[config.mk]
export PLATFORM = sky130hd
export DESIGN_NAME = turbo_rsc_pair_encoder_core_flat
export DESIGN_NICKNAME = d
export VERILOG_FILES = /design/src/sv/trp_pkg.sv /design/src/sv/trp_item_if.sv /design/src/sv/trp_result_if.sv /design/src/sv/trp_cfg_if.sv /design/src/sv/turbo_rsc_pair_encoder_core.sv /design/src/flat_wrapper.sv
export SDC_FILE = /design/constraint.sdc
export NUM_CORES = 1
export LEC_CHECK = 0
export ABC_AREA = 1
export ABC_CLOCK_PERIOD_IN_PS = 4450
export BUFFER_PORTS_ARGS = -buffer_cell sky130_fd_sc_hd__buf_2
export CAP_MARGIN = 15
export CORE_AREA = 2 2 101 103
export DETAILED_ROUTE_END_ITERATION = 7
export DIE_AREA = 0 0 103 105
export PLACE_DENSITY = 0.81
export SLEW_MARGIN = 20
export SYNTH_ARGS = -nofsm -noshare
export SYNTH_HDL_FRONTEND = slang
export SYNTH_SLANG_ARGS = --single-unit
export TNS_END_PERCENT = 1
[constraint.sdc]
create_clock -name clk -period 4.45 [get_ports clk]
set_input_delay 0.445 -clock clk [delete_from_list [all_inputs] [get_ports clk]]
set_output_delay 0.445 -clock clk [all_outputs]
set_load 0.01 [all_outputs]
[src/sv/trp_pkg.sv]
// Package for the turbo RSC pair encoder: field widths, register indexes,
// reset values and input kind codes. No dependencies.
package trp_pkg;

    localparam int GEN_W      = 8;
    localparam int NUM_GEN    = 4;
    localparam int PAR_W      = 4;
    localparam int NUMOUT_W   = 3;
    localparam int CLEN_W     = 4;
    localparam int CFG_IDX_W  = 3;
    localparam int CFG_DATA_W = 8;

    typedef logic [GEN_W-1:0]      gen_t;
    typedef logic [PAR_W-1:0]      par_t;
    typedef logic [NUMOUT_W-1:0]   numout_t;
    typedef logic [CLEN_W-1:0]     clen_t;
    typedef logic [CFG_IDX_W-1:0]  cfg_idx_t;
    typedef logic [CFG_DATA_W-1:0] cfg_data_t;

    localparam cfg_idx_t REG_GEN_REC        = 3'd0;
    localparam cfg_idx_t REG_GEN_OUT_A      = 3'd1;
    localparam cfg_idx_t REG_GEN_OUT_B      = 3'd2;
    localparam cfg_idx_t REG_GEN_OUT_C      = 3'd3;
    localparam cfg_idx_t REG_GEN_OUT_D      = 3'd4;
    localparam cfg_idx_t REG_NUM_OUTPUTS    = 3'd5;
    localparam cfg_idx_t REG_CONSTRAINT_LEN = 3'd6;

    localparam gen_t    GEN_REC_RST   = 8'd13;
    localparam gen_t    GEN_OUT_A_RST = 8'd11;
    localparam gen_t    GEN_OUT_RST   = 8'd0;
    localparam numout_t NUM_OUT_RST   = 3'd1;
    localparam clen_t   CLEN_RST      = 4'd4;

    localparam logic KIND_DATA = 1'b0;
    localparam logic KIND_TERM = 1'b1;

endpackage

[src/sv/trp_item_if.sv]
// Input request channel of the turbo RSC pair encoder.
// Depends on nothing.
interface trp_item_if;
    logic valid;
    logic ready;
    logic kind;
    logic data_bit;
    logic interleaved_bit;

    modport source (output valid, kind, data_bit, interleaved_bit, input ready);
    modport sink   (input valid, kind, data_bit, interleaved_bit, output ready);
endinterface

[src/sv/trp_result_if.sv]
// Result channel of the turbo RSC pair encoder.
// Depends on trp_pkg.
interface trp_result_if;
    logic          valid;
    logic          ready;
    logic          systematic_bit;
    trp_pkg::par_t parity_first;
    trp_pkg::par_t parity_second;
    logic          is_tail;
    logic          last;

    modport source (output valid, systematic_bit, parity_first, parity_second, is_tail, last,
                    input ready);
    modport sink   (input valid, systematic_bit, parity_first, parity_second, is_tail, last,
                    output ready);
endinterface

[src/sv/trp_cfg_if.sv]
// Configuration write channel of the turbo RSC pair encoder.
// Depends on trp_pkg.
interface trp_cfg_if;
    logic               valid;
    logic               ready;
    trp_pkg::cfg_idx_t  index;
    trp_pkg::cfg_data_t data;

    modport source (output valid, index, data, input ready);
    modport sink   (input valid, index, data, output ready);
endinterface

[src/sv/turbo_rsc_pair_encoder_core.sv]
// Turbo RSC pair encoder top level: two recursive systematic encoders with
// shared generator masks. Depends on trp_pkg and the three trp_*_if interfaces.
//
// Channels: cfg writes generator masks, output count and constraint length
// (always ready; write only while idle). item takes data or terminate
// requests; result gives one result per data request and K-1 tail results
// per terminate request, last marking the final one.
// Flow: a request is registered in the input register on acceptance, and its
// first result is loaded into the result register once that register is
// empty or being taken.
// Throughput: one data request per cycle while result does not stall. A
// terminate request holds the input register until its K-1 tail results
// have been produced, then both encoder states clear.
// Reset: configuration returns to its defaults, states clear, no result.
// Stall: when result is not taken the result register holds; the input
// register still takes one request, after which item.ready drops.
module turbo_rsc_pair_encoder_core #(
    parameter int MAX_CONSTRAINT = 8,
    parameter int MAX_OUTPUTS    = 4
) (
    input  logic         clk,
    input  logic         rst_n,
    trp_cfg_if.sink      cfg,
    trp_item_if.sink     item,
    trp_result_if.source result
);

    localparam int MW   = MAX_CONSTRAINT;
    localparam int SW   = MW - 1;
    localparam int GW   = (MW > trp_pkg::GEN_W) ? MW : trp_pkg::GEN_W;
    localparam int KW   = $clog2(MAX_CONSTRAINT + 1);
    localparam int KCW  = (KW > trp_pkg::CLEN_W) ? KW : trp_pkg::CLEN_W;
    localparam int TW   = $clog2(MAX_CONSTRAINT);
    localparam int NLIM = (MAX_OUTPUTS < trp_pkg::NUM_GEN) ? MAX_OUTPUTS : trp_pkg::NUM_GEN;
    localparam int NG   = trp_pkg::NUM_GEN;
    localparam int PW   = trp_pkg::PAR_W;

    // configuration
    trp_pkg::gen_t    gen_rec_reg;
    trp_pkg::gen_t    gen_out_reg [NG];
    trp_pkg::numout_t num_outputs_reg;
    trp_pkg::clen_t   constraint_len_reg;

    // input stage and encoder state
    logic          s1_valid_reg;
    logic          s1_kind_reg;
    logic          s1_d_reg;
    logic          s1_e_reg;
    logic [TW-1:0] tail_cnt_reg;
    logic [SW-1:0] tail_c_reg;
    logic [SW-1:0] first_state_reg;
    logic [SW-1:0] second_state_reg;

    // result stage
    logic          res_valid_reg;
    logic          res_sys_reg;
    trp_pkg::par_t res_p1_reg;
    trp_pkg::par_t res_p2_reg;
    logic          res_tail_reg;
    logic          res_last_reg;

    logic [KCW-1:0]         clen_w;
    logic [KW-1:0]          k_eff;
    trp_pkg::numout_t       n_eff;
    logic [MW-1:0]          top_mask;
    logic [MW-1:0]          low_mask;
    logic [MW-1:0]          rec_m;
    logic [NG-1:0][MW-1:0]  gen_m;
    logic [PW-1:0]          par_en;
    logic                   advance;
    logic                   is_term;
    logic                   tail_last;
    logic                   consume;
    logic [SW-1:0]          tail_c;
    logic                   tail_bit;
    logic                   bit_first;
    logic                   bit_second;
    logic [SW+PW-1:0]       step_first;
    logic [SW+PW-1:0]       step_second;

    function automatic logic [SW+PW-1:0] rsc_step(
        input logic [SW-1:0]         st,
        input logic                  b,
        input logic [MW-1:0]         top,
        input logic [MW-1:0]         low,
        input logic [MW-1:0]         rec,
        input logic [NG-1:0][MW-1:0] gens,
        input logic [PW-1:0]         en
    );
        logic [MW-1:0] st_w;
        logic [MW-1:0] all_w;
        logic [MW-1:0] mem;
        logic          fb;
        logic [PW-1:0] p;
        st_w  = MW'(st) & low;
        all_w = st_w | (b ? top : '0);
        fb    = ^(rec & all_w);
        mem   = st_w | (fb ? top : '0);
        for (int j = 0; j < PW; j++)
        begin
            p[j] = en[j] & (^(gens[j] & mem));
        end
        return {mem[MW-1:1], p};
    endfunction

    assign cfg.ready = 1'b1;

    always_ff @(posedge clk or negedge rst_n)
    begin
        if (!rst_n)
        begin
            gen_rec_reg        <= trp_pkg::GEN_REC_RST;
            gen_out_reg[0]     <= trp_pkg::GEN_OUT_A_RST;
            for (int j = 1; j < NG; j++)
            begin
                gen_out_reg[j] <= trp_pkg::GEN_OUT_RST;
            end
            num_outputs_reg    <= trp_pkg::NUM_OUT_RST;
            constraint_len_reg <= trp_pkg::CLEN_RST;
        end
        else if (cfg.valid)
        begin
            unique case (cfg.index)
                trp_pkg::REG_GEN_REC:        gen_rec_reg    <= cfg.data;
                trp_pkg::REG_GEN_OUT_A:      gen_out_reg[0] <= cfg.data;
                trp_pkg::REG_GEN_OUT_B:      gen_out_reg[1] <= cfg.data;
                trp_pkg::REG_GEN_OUT_C:      gen_out_reg[2] <= cfg.data;
                trp_pkg::REG_GEN_OUT_D:      gen_out_reg[3] <= cfg.data;
                trp_pkg::REG_NUM_OUTPUTS:    num_outputs_reg <= cfg.data[trp_pkg::NUMOUT_W-1:0];
                trp_pkg::REG_CONSTRAINT_LEN:
                    constraint_len_reg <= cfg.data[trp_pkg::CLEN_W-1:0];
                default: ;
            endcase
        end
    end

    // clamped K and output count, masks widened to the memory word
    always_comb
    begin
        clen_w = KCW'(constraint_len_reg);
        priority if (clen_w < KCW'(2))
            k_eff = KW'(2);
        else if (clen_w > KCW'(MAX_CONSTRAINT))
            k_eff = KW'(MAX_CONSTRAINT);
        else
            k_eff = clen_w[KW-1:0];

        priority if (num_outputs_reg == '0)
            n_eff = trp_pkg::numout_t'(1);
        else if (num_outputs_reg > trp_pkg::numout_t'(NLIM))
            n_eff = trp_pkg::numout_t'(NLIM);
        else
            n_eff = num_outputs_reg;

        for (int j = 0; j < PW; j++)
        begin
            par_en[j] = trp_pkg::numout_t'(j) < n_eff;
        end

        top_mask = MW'(1) << (k_eff - KW'(1));
        low_mask = top_mask - MW'(1);
        rec_m    = MW'(GW'(gen_rec_reg));
        for (int j = 0; j < NG; j++)
        begin
            gen_m[j] = MW'(GW'(gen_out_reg[j]));
        end
    end

    always_comb
    begin
        advance   = s1_valid_reg && (!res_valid_reg || result.ready);
        is_term   = s1_kind_reg == trp_pkg::KIND_TERM;
        tail_last = KW'(tail_cnt_reg) == (k_eff - KW'(2));
        consume   = advance && (!is_term || tail_last);
        tail_c    = (tail_cnt_reg == '0) ? (first_state_reg & low_mask[SW-1:0]) : tail_c_reg;
        tail_bit  = (tail_c != '0) && !(^(rec_m & (MW'(tail_c) | top_mask)));
        bit_first  = is_term ? tail_bit : s1_d_reg;
        bit_second = is_term ? tail_bit : s1_e_reg;
        step_first  = rsc_step(first_state_reg, bit_first, top_mask, low_mask, rec_m,
                               gen_m, par_en);
        step_second = rsc_step(second_state_reg, bit_second, top_mask, low_mask, rec_m,
                               gen_m, par_en);
    end

    assign item.ready = !s1_valid_reg || consume;

    always_ff @(posedge clk or negedge rst_n)
    begin
        if (!rst_n)
        begin
            s1_valid_reg     <= 1'b0;
            tail_cnt_reg     <= '0;
            first_state_reg  <= '0;
            second_state_reg <= '0;
            res_valid_reg    <= 1'b0;
        end
        else
        begin
            if (item.valid && item.ready)
                s1_valid_reg <= 1'b1;
            else if (consume)
                s1_valid_reg <= 1'b0;

            if (advance)
            begin
                if (is_term && consume)
                begin
                    first_state_reg  <= '0;
                    second_state_reg <= '0;
                end
                else
                begin
                    first_state_reg  <= step_first[SW+PW-1:PW];
                    second_state_reg <= step_second[SW+PW-1:PW];
                end
                if (is_term)
                    tail_cnt_reg <= consume ? '0 : tail_cnt_reg + TW'(1);
            end

            if (advance)
                res_valid_reg <= 1'b1;
            else if (result.ready)
                res_valid_reg <= 1'b0;
        end
    end

    always_ff @(posedge clk)
    begin
        if (item.valid && item.ready)
        begin
            s1_kind_reg <= item.kind;
            s1_d_reg    <= item.data_bit;
            s1_e_reg    <= item.interleaved_bit;
        end
        if (advance)
        begin
            tail_c_reg   <= tail_c >> 1;
            res_sys_reg  <= bit_first;
            res_p1_reg   <= step_first[PW-1:0];
            res_p2_reg   <= step_second[PW-1:0];
            res_tail_reg <= is_term;
            res_last_reg <= !is_term || tail_last;
        end
    end

    assign result.valid          = res_valid_reg;
    assign result.systematic_bit = res_sys_reg;
    assign result.parity_first   = res_p1_reg;
    assign result.parity_second  = res_p2_reg;
    assign result.is_tail        = res_tail_reg;
    assign result.last           = res_last_reg;

    a_data_is_last: assert property (@(posedge clk) disable iff (!rst_n)
        res_valid_reg && !res_tail_reg |-> res_last_reg)
        else $error("data result without last");

    a_tail_clears: assert property (@(posedge clk) disable iff (!rst_n)
        consume && is_term |=> first_state_reg == '0 && second_state_reg == '0)
        else $error("states not cleared after tail");

    a_tail_holds: assert property (@(posedge clk) disable iff (!rst_n)
        advance && is_term && !tail_last |=> s1_valid_reg && tail_cnt_reg != '0)
        else $error("terminate request left before tail finished");

    a_empty_ready: assert property (@(posedge clk) disable iff (!rst_n)
        !s1_valid_reg |-> item.ready)
        else $error("input stage empty but not ready");

endmodule

[src/flat_wrapper.sv]
// flat-port wrapper written by rule: the top's interface ports become plain ports
module turbo_rsc_pair_encoder_core_flat 
#(
    parameter int MAX_CONSTRAINT = 8,
    parameter int MAX_OUTPUTS    = 4
)
  (clk, rst_n, cfg_valid, cfg_index, cfg_data, cfg_ready, item_valid, item_kind, item_data_bit, item_interleaved_bit, item_ready, result_valid, result_systematic_bit, result_parity_first, result_parity_second, result_is_tail, result_last, result_ready);
  trp_cfg_if cfg_i ();
  trp_item_if item_i ();
  trp_result_if result_i ();
  input  logic clk;
  input  logic rst_n;
  input wire logic [$bits(cfg_i.valid)-1:0] cfg_valid;
  input wire logic [$bits(cfg_i.index)-1:0] cfg_index;
  input wire logic [$bits(cfg_i.data)-1:0] cfg_data;
  output wire logic [$bits(cfg_i.ready)-1:0] cfg_ready;
  input wire logic [$bits(item_i.valid)-1:0] item_valid;
  input wire logic [$bits(item_i.kind)-1:0] item_kind;
  input wire logic [$bits(item_i.data_bit)-1:0] item_data_bit;
  input wire logic [$bits(item_i.interleaved_bit)-1:0] item_interleaved_bit;
  output wire logic [$bits(item_i.ready)-1:0] item_ready;
  output wire logic [$bits(result_i.valid)-1:0] result_valid;
  output wire logic [$bits(result_i.systematic_bit)-1:0] result_systematic_bit;
  output wire logic [$bits(result_i.parity_first)-1:0] result_parity_first;
  output wire logic [$bits(result_i.parity_second)-1:0] result_parity_second;
  output wire logic [$bits(result_i.is_tail)-1:0] result_is_tail;
  output wire logic [$bits(result_i.last)-1:0] result_last;
  input wire logic [$bits(result_i.ready)-1:0] result_ready;
  assign cfg_i.valid = cfg_valid;
  assign cfg_i.index = cfg_index;
  assign cfg_i.data = cfg_data;
  assign cfg_ready = cfg_i.ready;
  assign item_i.valid = item_valid;
  assign item_i.kind = item_kind;
  assign item_i.data_bit = item_data_bit;
  assign item_i.interleaved_bit = item_interleaved_bit;
  assign item_ready = item_i.ready;
  assign result_valid = result_i.valid;
  assign result_systematic_bit = result_i.systematic_bit;
  assign result_parity_first = result_i.parity_first;
  assign result_parity_second = result_i.parity_second;
  assign result_is_tail = result_i.is_tail;
  assign result_last = result_i.last;
  assign result_i.ready = result_ready;
  turbo_rsc_pair_encoder_core #(.MAX_CONSTRAINT(MAX_CONSTRAINT), .MAX_OUTPUTS(MAX_OUTPUTS)) u_core (.clk(clk), .rst_n(rst_n), .cfg(cfg_i), .item(item_i), .result(result_i));
endmodule
# Word level (Yosys, flattened, before mapping)
# Index checks and enable logic that the tools add are counted.
# word_totals
elab_cells	122
ff_bits	86
# classes
n_eq_ne	7
n_lt_le_gt_ge	7
bitwise	27
reduce_logical	37
n_shift	1
n_addsub	4
muxes	18
# op_table
op	n
$and A8 B8 Y8	11
$reduce_xor A8 Y1	11
$mux W8	4
$or A8 B8 Y8	4
$mux W7	3
$and A7 B8 Y8	2
$reduce_and A2 Y1	8
$eq A3 B3 Y1 const B	3
$logic_not A3 Y1	3
$mux W3	3
$and A1 B1 Y1	8
$mux W4	2
$or A7 B8 Y8	1
$shl A1 B4 Y8 const A	1
$sub A8 B1 Y8 const B	1
$and A7 B7 Y7	1
$reduce_bool A7 Y1	1
$eq A3 B2 Y1 const B	2
$lt A1 B3 Y1 const A	2
$lt A2 B3 Y1 const A	2
$mux W1	6
$logic_and A1 B1 Y1	5
$eq A3 B4 Y1	1
$gt A4 B4 Y1 const B	1
9 further kinds	15

# Depth between registers and ports, before layout
# depth
depth_word	23
depth_mapped	42
depth_no_buf	40

# Worst setup path after synthesis
# OpenSTA, ideal clock, no wires.
# synth_path
path_type	flip-flop to flip-flop
start	register u_core.constraint_len_reg[2], in the netlist u_core.clen_w[2]
end	register u_core.res_p2_reg[0], in the netlist u_core.result.parity_second[0] (data pin)
required_time_ps	4198
synth_period_minus_slack_ps	3941
stages_incl_launch_ff	32
setup_ps	252
path_slack_ps	509
arrival_ps	3689
cell_sequence	dfstp_2 > inv_2 > o21ai_2 > nor2_2 > nand2_2 > ha_1 > inv_1 > o311ai_0 > nand3_1 > nand2_1 > nand2_1 > nand2_1 > inv_1 > nand2_1 > nand3_2 > nand2_4 > buf_6 > nand3_1 > a21oi_1 > nand2_1 > nand2_1 > nand2_1 > nand2_1 > inv_1 > nand2_2 > nand3_1 > nand2_2 > nand2_1 > xnor2_1 > or2_1 > nand3_1 > nand2_1
# synth_via
elab_chain_cells	23
elab_cells_between_ends	26
cone_classes	add/sub: 2; order compare: 2; shift: 1; mux: 6; bitwise: 9; reduce/logical: 6
# synth_lines
element	line_no	source
from (decl)	turbo_rsc_pair_encoder_core.sv:42	trp_pkg::clen_t constraint_len_reg;
from (signal assigned)	turbo_rsc_pair_encoder_core.sv:119	constraint_len_reg <= trp_pkg::CLEN_RST;
from (signal assigned)	turbo_rsc_pair_encoder_core.sv:131	constraint_len_reg <= cfg.data[trp_pkg::CLEN_W-1:0];
$gt A4 B4 Y1	turbo_rsc_pair_encoder_core.sv:143	else if (clen_w > KCW'(MAX_CONSTRAINT))
$mux W4	turbo_rsc_pair_encoder_core.sv:143	
$mux W4 *	turbo_rsc_pair_encoder_core.sv:141	priority if (clen_w < KCW'(2))
$sub A4 B1 Y4 *	turbo_rsc_pair_encoder_core.sv:160	top_mask = MW'(1) << (k_eff - KW'(1));
$shl A1 B4 Y8 *	turbo_rsc_pair_encoder_core.sv:160	
$sub A8 B1 Y8	turbo_rsc_pair_encoder_core.sv:161	low_mask = top_mask - MW'(1);
$and A7 B7 Y7	turbo_rsc_pair_encoder_core.sv:175	tail_c = (tail_cnt_reg == '0) ? (first_state_reg & low_mask[SW-1:0]) : tail_c_reg;
$mux W7	turbo_rsc_pair_encoder_core.sv:175	
[... 8 more ...]	-	
$and A8 B8 Y8	turbo_rsc_pair_encoder_core.sv:97	fb = ^(rec & all_w);
$reduce_xor A8 Y1	turbo_rsc_pair_encoder_core.sv:97	
$mux W8	turbo_rsc_pair_encoder_core.sv:98	mem = st_w | (fb ? top : '0);
$or A8 B8 Y8 *	turbo_rsc_pair_encoder_core.sv:98	
$and A8 B8 Y8 *	turbo_rsc_pair_encoder_core.sv:101	p[j] = en[j] & (^(gens[j] & mem));
$reduce_xor A8 Y1 *	turbo_rsc_pair_encoder_core.sv:101	
$and A1 B1 Y1 *	turbo_rsc_pair_encoder_core.sv:101	
named net u_core.step_second[0]	turbo_rsc_pair_encoder_core.sv:79	logic [SW+PW-1:0] step_second;
to (signal assigned)	turbo_rsc_pair_encoder_core.sv:240	res_p2_reg <= step_second[PW-1:0];
to (decl)	turbo_rsc_pair_encoder_core.sv:58	trp_pkg::par_t res_p2_reg;
# The timed path passes the listed nets; every way through them passes the cells marked *.
# A chain may end at the register's enable or synchronous reset.

# Final worst setup path
# layout_path
start	register u_core.constraint_len_reg[2], in the netlist u_core.clen_w[2]
end	register u_core.res_p2_reg[2], in the netlist u_core.result.parity_second[2] (data pin)
# Same word-level chain as after synthesis.

==> key figures <==
Power
  • Combinational share of power: 0.457
  • Leakage: 0.003773 uW
  • Cell internal pwr: 1845 uW
  • P per Cell Area: around 480 nW/um^2
  • Clock share of power: 0.176
  • Psw: 1465 uW
  • Sw Ratio: 0.4426
  • Flop pwr share: 0.368
  • Total Power: 3309 uW
  • VDD IR max: approximately 0.39 mV

GRT
  • Vias in the first global route: 5,267
  • Initial antenna violation count: 0
  • Total GRT Usage: 0.2938
  • Remaining Overflow, GRT: 0
  • Pin count of the biggest net entering global routing: 53
  • First-pass GRT wire length: 24.58 mm

Layout
  • Fill count: around 770
  • Layout cell share with drive strength beyond 1: 0.2090
  • N_diodes: 0
  • Area Growth Syn to Fin: 18.15%
  • Most frequent cells in the layout: nand2_1, inv_1, dfrtp_1, o21ai_0, nand3_1
  • Max reg flops: 32
  • Leading cell type in the layout, fill and taps excluded: nand2_1
  • Post-layout nets: 970

Yosys
  • Synth area leaders: nand2_1, dfrtp_1, edfxtp_1
  • Distinct cell type count after synthesis: 37
  • Synth top area share: 0.2786
  • Post-synth top area cell: nand2_1
  • Mapped Cells: 894
  • Ys flop type: dfrtp_1
  • Synthesized area: about 5900 um^2
  • Yosys warning total: 0
  • Sequential-to-total area share from yosys stat: 0.3843
  • Post-synth EDFFs: 20
  • Post-Syn Area per Cell: between 6 and 7 um^2
  • Async SR Flop Fraction: 0.7674
  • Synthesized flop and latch total: 86

Drt
  • Vias: 5,895
  • DR WL met3: 1.120 mm
  • Top sig layer: met4
  • WL final: roughly 16 mm
  • 1st-pass router iterations: 8
  • Met2 Wirelength: 7.467 mm
  • Residual DRC count: 0
  • Antenna violation net count after detailed routing: 0
  • Routed length per instance: around 15 um
  • Avg Vias per Cell: 5.433
  • First-iteration detailed-routing DRC count: 528
  • Wl on met1: 6.855 mm

STA
  • Fin crit period: 4.301 ns
  • Slew Limit Fails: 0
  • Layout Skew: 0.02310 ns
  • RSZ-0062 raised after global routing: yes
  • Setup tns final: 0 ns
  • Slew at the pin closest to its max-slew limit: 0.6606 ns
  • Max Fclk: 232.5 MHz
  • Slew headroom: 0.5596
  • Final Setup Violations: 0
  • Fin. Hold Viols: 0
  • Final period util: 0.9666

Floorplanning
  • Starting Density: 0.6107
  • I/O pin count: 33
  • Die ar.: ~11,000 um^2
  • Rows: 36
  • Core area: between 9000 and 10,000 um^2
  • Die Ht: 105 um
  • Die width: 103 um

Setup path
  • Critical-path maximum fanout: 8
  • WP data required: 4.60 ns
  • Worst Path Arrival: between 4 and 5 ns
  • Most frequent CP cell: nand2_1
  • Slowest stage delay, CP: 0.59 ns
  • Worst Path Class, Setup: flip-flop to flip-flop
  • Slowest cell on the critical path: dfstp_2
  • Critical path endpoint category: flip-flop
  • Startpoint Class: flip-flop

CTS
  • Clock Latency Late Sink: 0.38 ns
  • Clock slew at the register clock pins of the worst setup and hold paths: 0.10 ns
  • CTS Buffer Depth: 2
  • Total CTS buffers: 9
  • CTS HTree Levels: 3
  • Clock root buffer: clkbuf_8
  • CTS Sinks: 86
  • TritonCTS clock tree: done

Flow run
  • # Max-Cap Violations: 0

Placement
  • Port Buffer Count: 31
  • RD Place Congestion: 0.9055
  • DP Wirelength: roughly 11 mm

Min path
  • HP Class: input pin to flip-flop

Run status
  • Status: complete, no violations
## per-stage QoR
step / hold WS [ns] / setup slack, ns / util / cell area [um^2] / std cells
global route: 0.2445 / -0.2434 / 0.7216 / 6955 / 1085
detailed placement: 0.3761 / 0.05883 / 0.6433 / 6201 / 1052
floorplan: 0.1494 / 0.5086 / - / 5891 / 895
finish: 0.2564 / 0.1486 / 0.7216 / 6955 / 1085
CTS: 0.2471 / 0.004955 / 0.6650 / 6410 / 1069
global placement: 0.3705 / 0.1178 / 0.6433 / 6201 / 1052
## cell usage after synthesis, types with 6 or more instances
cell,n
nand2_1,437
a22o_1,6
inv_1,88
nor2_1,32
xnor2_1,10
xor2_1,14
dfstp_2,8
clkbuf_1,11
dfrtp_1,58
nand3_1,67
a21oi_1,7
nand2_2,22
edfxtp_1,20
inv_2,8
o21ai_0,57
## path summary, 6_finish.rpt
path / to / slack, ns / depth (start not counted) / from
max: u_core.result.parity_second[2] / 0.15 / 38 / u_core.clen_w[2]
min: u_core.is_term / 0.26 / 1 / item_kind
max reg2reg: u_core.result.parity_second[2] / 0.15 / 38 / u_core.clen_w[2]
min reg2reg: u_core.second_state_reg[4] / 0.49 / 2 / u_core.second_state_reg[4]
max in group asynchronous: u_core.clen_w[1] / 2.94 / 3 / rst_n
min in group asynchronous: u_core.gen_m[25] / 0.50 / 2 / rst_n
## critical path, delay by kind of cell (launching register included)
family	cells	cell delay, ns
DFF	1	0.59
adders and majority gates	1	0.21
xor gates and xnor gates	1	0.18
AOI/OAI and AO/OA	2	0.22
and+or+nand+nor	28	2.40
buffers and inverters	6	0.46
## area by class of cell
type / count / area [um^2] / area share
inverter: 97 / 369.1 / 0.05307
clock inverter: 5 / 57.56 / 0.008275
clock buffer: 11 / 141.4 / 0.02033
multi-input combinational: 696 / 3558 / 0.5116
tap: 133 / 166.4 / 0.02393
timing repair buffer: 57 / 399.1 / 0.05738
sequential: 86 / 2263 / 0.3254
## timing repair
item | 4_1_cts | 5_1_grt
endpoints found under the setup margin | 0 | 8
hold endpoints to repair | 13 | 0
buffers inserted | 0 | 14
hold buffers | 1 | 0
gates resized for setup | 0 | 99
## kinds of logic (layout without fill, tap and decap cells)
group	count (synthesis)	count (layout)	share of synthesized area
AND/OR/NAND/NOR	583	584	0.4136
other	1	2	0.0006370
buffers and inverters	114	170	0.07864
adder cells (fa/ha/maj)	4	4	0.008502
AO/OA/AOI/OAI	82	82	0.07864
XOR/XNOR	24	24	0.03571
flip-flops	86	86	0.3843
## metal layers
metal,vias up,track usage
met5,-,0
met4,0,0.1363
met3,42,0.03946
met2,271,0.4541
met1,2691,0.4062
li1,2891,-
## power groups by stage
stage	Clock (uW)	Sequential, uW	Combinational [uW]
detailed placement	0	1220	1230
finish	581	1220	1510
CTS	582	1200	1240
global route	612	1240	1670
floorplan	0	1180	918
global placement	0	1220	1210
No activity file was read; power rests on OpenSTA's default activity.
